## src/design/iapd_pkg.sv

```systemverilog
// ----------------------------------------------------------------------------
// iapd_pkg
// Types and constants shared by the IMU angle packet deframer files.
// ----------------------------------------------------------------------------
package iapd_pkg;

  localparam logic [7:0] HDR_FIRST  = 8'h55;
  localparam logic [7:0] HDR_SECOND = 8'h53;
  localparam logic [7:0] HDR_SUM    = HDR_FIRST + HDR_SECOND;

  localparam int unsigned DATA_BYTES = 8;
  localparam int unsigned ADDR_W     = $clog2(DATA_BYTES);
  localparam int unsigned POS_W      = 4;
  localparam logic [POS_W-1:0] POS_LAST = POS_W'(DATA_BYTES);

  typedef enum logic [1:0] {
    PH_WAIT1 = 2'd0,
    PH_WAIT2 = 2'd1,
    PH_DATA  = 2'd2
  } phase_t;

endpackage

```

## src/design/iapd_in_if.sv

```systemverilog
// ----------------------------------------------------------------------------
// iapd_in_if
// Byte channel into the deframer: one received serial byte per item.
// ----------------------------------------------------------------------------
interface iapd_in_if;
  logic       valid;
  logic       ready;
  logic [7:0] rx_byte;

  modport source (output valid, output rx_byte, input ready);
  modport sink   (input valid, input rx_byte, output ready);
endinterface

```

## src/design/iapd_out_if.sv

```systemverilog
// ----------------------------------------------------------------------------
// iapd_out_if
// Result channel of the deframer: one decoded angle packet per item.
// ----------------------------------------------------------------------------
interface iapd_out_if;
  logic               valid;
  logic               ready;
  logic signed [15:0] roll_angle;
  logic signed [15:0] pitch_angle;
  logic signed [15:0] yaw_angle;
  logic        [15:0] extra_word;
  logic               checksum_ok;

  modport source (output valid, output roll_angle, output pitch_angle,
                  output yaw_angle, output extra_word, output checksum_ok,
                  input ready);
  modport sink   (input valid, input roll_angle, input pitch_angle,
                  input yaw_angle, input extra_word, input checksum_ok,
                  output ready);
endinterface

```

## src/design/imu_angle_packet_deframer.sv

```systemverilog
// ----------------------------------------------------------------------------
// imu_angle_packet_deframer
// Deframes 0x55 0x53 angle packets from a serial byte stream and emits
// roll, pitch, yaw, the fourth word and a checksum flag per packet.
// ----------------------------------------------------------------------------
// channel   port     direction  payload
// input     in_if    sink       rx_byte[7:0]
// result    out_if   source     roll/pitch/yaw_angle, extra_word, checksum_ok
//
// One byte per cycle while in_if.ready is high. A byte is parsed in the cycle it is taken;
// the result of a checksum byte shows on out_if in the cycle after.
// in_if.ready drops only while a result sits in the output register and
// out_if.ready is low. rst_n is synchronous, active low; no clearing pass.
// ----------------------------------------------------------------------------
module imu_angle_packet_deframer (
  input  logic       clk,
  input  logic       rst_n,
  iapd_in_if.sink    in_if,
  iapd_out_if.source out_if
);

  iapd_pkg::phase_t                 phase_r, phase_nxt;
  logic [iapd_pkg::POS_W-1:0]       pos_r, pos_nxt;
  logic [7:0]                       sum_r, sum_nxt;
  logic [7:0]                       store_r [iapd_pkg::DATA_BYTES];

  logic                             in_acc;
  logic                             store_we;
  logic                             emit;
  logic                             out_valid_r;
  logic signed [15:0]               roll_r, pitch_r, yaw_r;
  logic [15:0]                      extra_r;
  logic                             ok_r;
  logic [7:0]                       b;

  assign b           = in_if.rx_byte;
  assign in_if.ready = !out_valid_r || out_if.ready;
  assign in_acc      = in_if.valid && in_if.ready;

  always_ff @(posedge clk) begin
    if (!rst_n) begin
      phase_r <= iapd_pkg::PH_WAIT1;
      pos_r   <= '0;
      sum_r   <= '0;
    end else begin
      phase_r <= phase_nxt;
      pos_r   <= pos_nxt;
      sum_r   <= sum_nxt;
    end
  end

  always_comb begin
    phase_nxt = phase_r;
    pos_nxt   = pos_r;
    sum_nxt   = sum_r;
    store_we  = 1'b0;
    emit      = 1'b0;
    if (in_acc) begin
      case (phase_r)
        iapd_pkg::PH_WAIT2: begin
          if (b == iapd_pkg::HDR_SECOND) begin
            phase_nxt = iapd_pkg::PH_DATA;
            pos_nxt   = '0;
            sum_nxt   = iapd_pkg::HDR_SUM;
          end else begin
            phase_nxt = iapd_pkg::PH_WAIT1;
          end
        end
        iapd_pkg::PH_DATA: begin
          if (pos_r < iapd_pkg::POS_LAST) begin
            store_we = 1'b1;
            sum_nxt  = sum_r + b;
            pos_nxt  = pos_r + 1'b1;
          end else begin
            emit      = (pos_r == iapd_pkg::POS_LAST);
            phase_nxt = iapd_pkg::PH_WAIT1;
            pos_nxt   = '0;
          end
        end
        default: begin
          phase_nxt = (b == iapd_pkg::HDR_FIRST) ? iapd_pkg::PH_WAIT2
                                                 : iapd_pkg::PH_WAIT1;
        end
      endcase
    end
  end

  always_ff @(posedge clk) begin
    if (store_we) begin
      store_r[pos_r[iapd_pkg::ADDR_W-1:0]] <= b;
    end
  end

  always_ff @(posedge clk) begin
    if (!rst_n) begin
      out_valid_r <= 1'b0;
    end else if (emit) begin
      out_valid_r <= 1'b1;
    end else if (out_if.ready) begin
      out_valid_r <= 1'b0;
    end
  end

  always_ff @(posedge clk) begin
    if (emit) begin
      roll_r  <= $signed({store_r[1], store_r[0]});
      pitch_r <= $signed({store_r[3], store_r[2]});
      yaw_r   <= $signed({store_r[5], store_r[4]});
      extra_r <= {store_r[7], store_r[6]};
      ok_r    <= (sum_r == b);
    end
  end

  assign out_if.valid       = out_valid_r;
  assign out_if.roll_angle  = roll_r;
  assign out_if.pitch_angle = pitch_r;
  assign out_if.yaw_angle   = yaw_r;
  assign out_if.extra_word  = extra_r;
  assign out_if.checksum_ok = ok_r;

endmodule

```

## src/flat_wrapper.sv

```systemverilog
// flat-port wrapper written by rule: the top's interface ports become plain ports
module imu_angle_packet_deframer_flat 
  (clk, rst_n, in_if_valid, in_if_rx_byte, in_if_ready, out_if_valid, out_if_roll_angle, out_if_pitch_angle, out_if_yaw_angle, out_if_extra_word, out_if_checksum_ok, out_if_ready);
  iapd_in_if in_if_i ();
  iapd_out_if out_if_i ();
  input  logic clk;
  input  logic rst_n;
  input wire logic [$bits(in_if_i.valid)-1:0] in_if_valid;
  input wire logic [$bits(in_if_i.rx_byte)-1:0] in_if_rx_byte;
  output wire logic [$bits(in_if_i.ready)-1:0] in_if_ready;
  output wire logic [$bits(out_if_i.valid)-1:0] out_if_valid;
  output wire logic [$bits(out_if_i.roll_angle)-1:0] out_if_roll_angle;
  output wire logic [$bits(out_if_i.pitch_angle)-1:0] out_if_pitch_angle;
  output wire logic [$bits(out_if_i.yaw_angle)-1:0] out_if_yaw_angle;
  output wire logic [$bits(out_if_i.extra_word)-1:0] out_if_extra_word;
  output wire logic [$bits(out_if_i.checksum_ok)-1:0] out_if_checksum_ok;
  input wire logic [$bits(out_if_i.ready)-1:0] out_if_ready;
  assign in_if_i.valid = in_if_valid;
  assign in_if_i.rx_byte = in_if_rx_byte;
  assign in_if_ready = in_if_i.ready;
  assign out_if_valid = out_if_i.valid;
  assign out_if_roll_angle = out_if_i.roll_angle;
  assign out_if_pitch_angle = out_if_i.pitch_angle;
  assign out_if_yaw_angle = out_if_i.yaw_angle;
  assign out_if_extra_word = out_if_i.extra_word;
  assign out_if_checksum_ok = out_if_i.checksum_ok;
  assign out_if_i.ready = out_if_ready;
  imu_angle_packet_deframer u_core (.clk(clk), .rst_n(rst_n), .in_if(in_if_i), .out_if(out_if_i));
endmodule
```

## config.mk

```make
export PLATFORM = sky130hd
export DESIGN_NAME = imu_angle_packet_deframer_flat
export DESIGN_NICKNAME = d
export VERILOG_FILES = /design/src/design/iapd_pkg.sv /design/src/design/iapd_in_if.sv /design/src/design/iapd_out_if.sv /design/src/design/imu_angle_packet_deframer.sv /design/src/flat_wrapper.sv
export SDC_FILE = /design/constraint.sdc
export NUM_CORES = 1
export LEC_CHECK = 0
export BUFFER_PORTS_ARGS = -buffer_cell sky130_fd_sc_hd__buf_2
export CAP_MARGIN = 20
export CORE_MARGIN = 2
export CORE_UTILIZATION = 50
export DETAILED_ROUTE_END_ITERATION = 7
export GPL_ROUTABILITY_DRIVEN = 0
export PLACE_DENSITY = 0.84
export SYNTH_ARGS = -nofsm -noshare
export SYNTH_HDL_FRONTEND = slang
export SYNTH_SLANG_ARGS = --single-unit
export TNS_END_PERCENT = 10
```

## constraint.sdc

```tcl
create_clock -name clk -period 9.5 [get_ports clk]
set_input_delay 2.375 -clock clk [delete_from_list [all_inputs] [get_ports clk]]
set_output_delay 2.375 -clock clk [all_outputs]
set_load 0.02 [all_outputs]
```

==> qor.yml <==
drtIter0Drc: 323
min_period_ns: 5.43
cpMaxStageDelayCell: "nor2b_1"
p_sw_frac: 0.194
drv_slew: 0
peakVddDrop_v: 0.000121
p_leak_uw: 0.00214
syn_nets: 298
vias_per_cell: 5.31
postCtsHoldBufs: 0
crit_required_ns: 7.13
critPathMostFrequentCell: "buf_2"
setup_violations: 0
crit_arrival_ns: 3.05
totalPowerFinal_uw: 1240
setup_tns_ns: 0
grt_pass1_vias: 2692
drv_cap: 0
critical-path-max-stage-delay_ns: 0.23
relSlewSlack: 0.391
crit_type: "input pin to primary output"
grt_pass1_wl_mm: 14.9
yosysSeqAreaShare: 0.831
clk_latency_ns: 0.52
worstSetupStartpointType: "input pin"
gr-total-overflow: 0
max_freq_mhz: 184
dr.pass1.iters: 5
worst-path-max-fanout: 5
p_sw_uw: 241
dp_cells: 483
ctsResizeCount: 0
dp_slack_ns: 4.11
yosys_warnings: 0
cts_tree: "done"
wl_per_cell_um: 18.8
netlist.area_leader.share: 0.771
htree_levels: 4
finalHoldWorstSlack_ns: 0.409
io_pins: 79
cp-end-kind: "primary output"
die_h_um: 104
drc: 0
rows: 36
antenna_found_initial: 0
dp_hpwl_mm: 5.48
clk_pin_slew_ns: 0.06
pwr-share-comb: 0.015
timing.final.hold_violations: 0
area_growth_pct: 20.9
synthCells: 274
rsz0062_at_grt: "no"
start_util: 0.514
ys_seq_elements: 144
syn_area_sq_um: 5020
grt_usage: 0.189
hp-class: "register to register"
root_buffer: "clkbuf_8"
avgSynthCellArea_sq_um: 18.3
numCtsBuffers: 17
clk_path_buf_depth: 2
drive_gt1_frac: 0.284
power_density_nw_per_um2: 205
cp_cell_sequence: "buf_2 > nor2b_1 > inv_1 > buf_2"
port_buffers: 78
cts_setup_buffers: 0
num_antenna_cells: 0
core_region_area_sq_um: 9770
totalWireLength_mm: 9.70
die_area_sq_um: 10900
nNetsFinal: 395
yosysTopAreaCell: "edfxtp_1"
fin_skew_ns: 0.0116
vias: 2743
p_int_uw: 1000
outcome: "finished clean"
worst_slew_pin_slew_ns: 0.912
grt_start_max_net_pins: 54
p_seq_frac: 0.551
clkSinkCount: 144
ant_nets: 0
synthDistinctLibCells: 39
worst_slack_ns: 4.07
synthTopCellsByArea: "edfxtp_1 77%, dfxtp_1 6.0%, ha_1 2.7%"
fin_crit_sh: 0.571
clock_power_share: 0.434
chipWidth_um: 104
layout.cells.non_filler: 517
-- critical path: cells and delay by family --
family,cells,cell delay [ns]
buffers and inverters,3,0.45
and+or+nand+nor,1,0.23
-- sequential cells by signal, summed over array words and instances, names as in the netlist --
| register | count |
|---|---|
| out_if_extra_word | 16 |
| out_if_pitch_angle | 16 |
| out_if_roll_angle | 16 |
| out_if_yaw_angle | 16 |
| u_core.out_if.checksum_ok | 1 |
| u_core.out_if.valid | 1 |
| u_core.phase_r | 2 |
| u_core.pos_r | 4 |
| u_core.store_r | 64 |
| u_core.sum_r | 8 |
-- cell usage in the layout, fill, tap and decap left out, types with 2 or more instances in the layout --
| cell | Yosys | routed |
|---|---|---|
| inv_1 | 10 | 10 |
| edfxtp_1 | 129 | 129 |
| clkinv_1 | 0 | 7 |
| o21ai_0 | 7 | 7 |
| nand3_1 | 8 | 8 |
| nor2_1 | 15 | 15 |
| xnor2_1 | 4 | 4 |
| and4bb_2 | 2 | 2 |
| nand2_1 | 9 | 9 |
| and2_1 | 2 | 2 |
| o22ai_1 | 3 | 3 |
| a21oi_1 | 13 | 13 |
| nor4_1 | 6 | 6 |
| nand4_1 | 2 | 2 |
| clkbuf_16 | 0 | 16 |
| clkinv_2 | 0 | 3 |
| nor3_1 | 3 | 3 |
| nor2b_1 | 4 | 4 |
| clkbuf_1 | 1 | 4 |
| buf_2 | 1 | 79 |
| a31oi_1 | 3 | 3 |
| nand2b_1 | 7 | 7 |
| ha_1 | 11 | 11 |
| nand3b_1 | 2 | 2 |
| dfxtp_1 | 15 | 15 |
-- cell usage after synthesis --
cell / n
buf_2: 1
xor2_1: 1
nand2_2: 1
nor2b_1: 4
o21bai_1: 1
and3_1: 1
nand4_1: 2
a21o_1: 1
and4bb_2: 2
nor3_1: 3
nor3b_1: 1
a2111oi_2: 1
a2111oi_4: 1
xnor2_1: 4
nand2_1: 9
o21a_1: 1
buf_6: 1
fa_1: 1
dfxtp_1: 15
nand4b_1: 1
nor4bb_1: 1
clkbuf_1: 1
nand2b_1: 7
mux2i_1: 1
o22ai_1: 3
a31oi_1: 3
ha_1: 11
or2_2: 1
edfxtp_1: 129
nor4_1: 6
o21ai_0: 7
or3_1: 1
and2_1: 2
nand3_1: 8
nand3b_1: 2
nor4b_1: 1
nor2_1: 15
inv_1: 10
a21oi_1: 13
-- area by class of cell --
cell class	instances	area, sq um
clock buffer	21	429
timing repair buffer	81	410
fill	637	3700
clock inverter	11	48.8
inverter	10	37.5
tap	133	166
sequential	144	4170
multi-input combinational	117	806
-- stage by stage --
stage | cell area [sq um] | util
6_report | 6070 | 0.621
5_1_grt | 6070 | 0.621
4_1_cts | 6060 | 0.620
3_5_place_dp | 5580 | 0.571
3_3_place_gp | 5580 | 0.571
2_1_floorplan | 5030 | -
-- final timing paths --
kind	startpoint	endpoint	slack, ns	cells past startpoint
hold / removal	u_core.store_r[0][6]	out_if_roll_angle[6]	0.41	0
hold reg to reg	u_core.store_r[0][6]	out_if_roll_angle[6]	0.41	0
setup reg to reg	u_core.phase_r[0]	out_if_roll_angle[2]	6.52	5
setup / recovery	out_if_ready	in_if_ready	4.07	4
-- power by group through the flow --
stage	clock network [uW]	logic, uW	registers (uW)
after floorplan	0	6.89	698
after global placement	0	17.1	697
after detailed placement	0	17.7	697
after CTS	548	18.1	684
after global routing	574	19.8	684
final	539	18.3	684
-- cell families (layout without fill, tap and decap cells) --
group,after synthesis,in the layout,synth area share
AND/OR/NAND/NOR,68,68,0.0750
flip-flops,144,144,0.831
buffers and inverters,13,123,0.0115
XOR/XNOR,5,5,0.00872
adder cells (fa/ha/maj),12,12,0.0314
AO/OA/AOI/OAI,31,31,0.0404
multiplexers,1,1,0.00199
-- per-layer routing --
metal | track usage | wire [um] | share of wire
met1 | 0.234 | 4090 | 0.42
met2 | 0.307 | 4830 | 0.50
met3 | 0.0645 | 580 | 0.060
met4 | 0.0792 | 206 | 0.021
met5 | 0 | 0 | 0
Note: power is estimated with default switching activity, not from simulation.
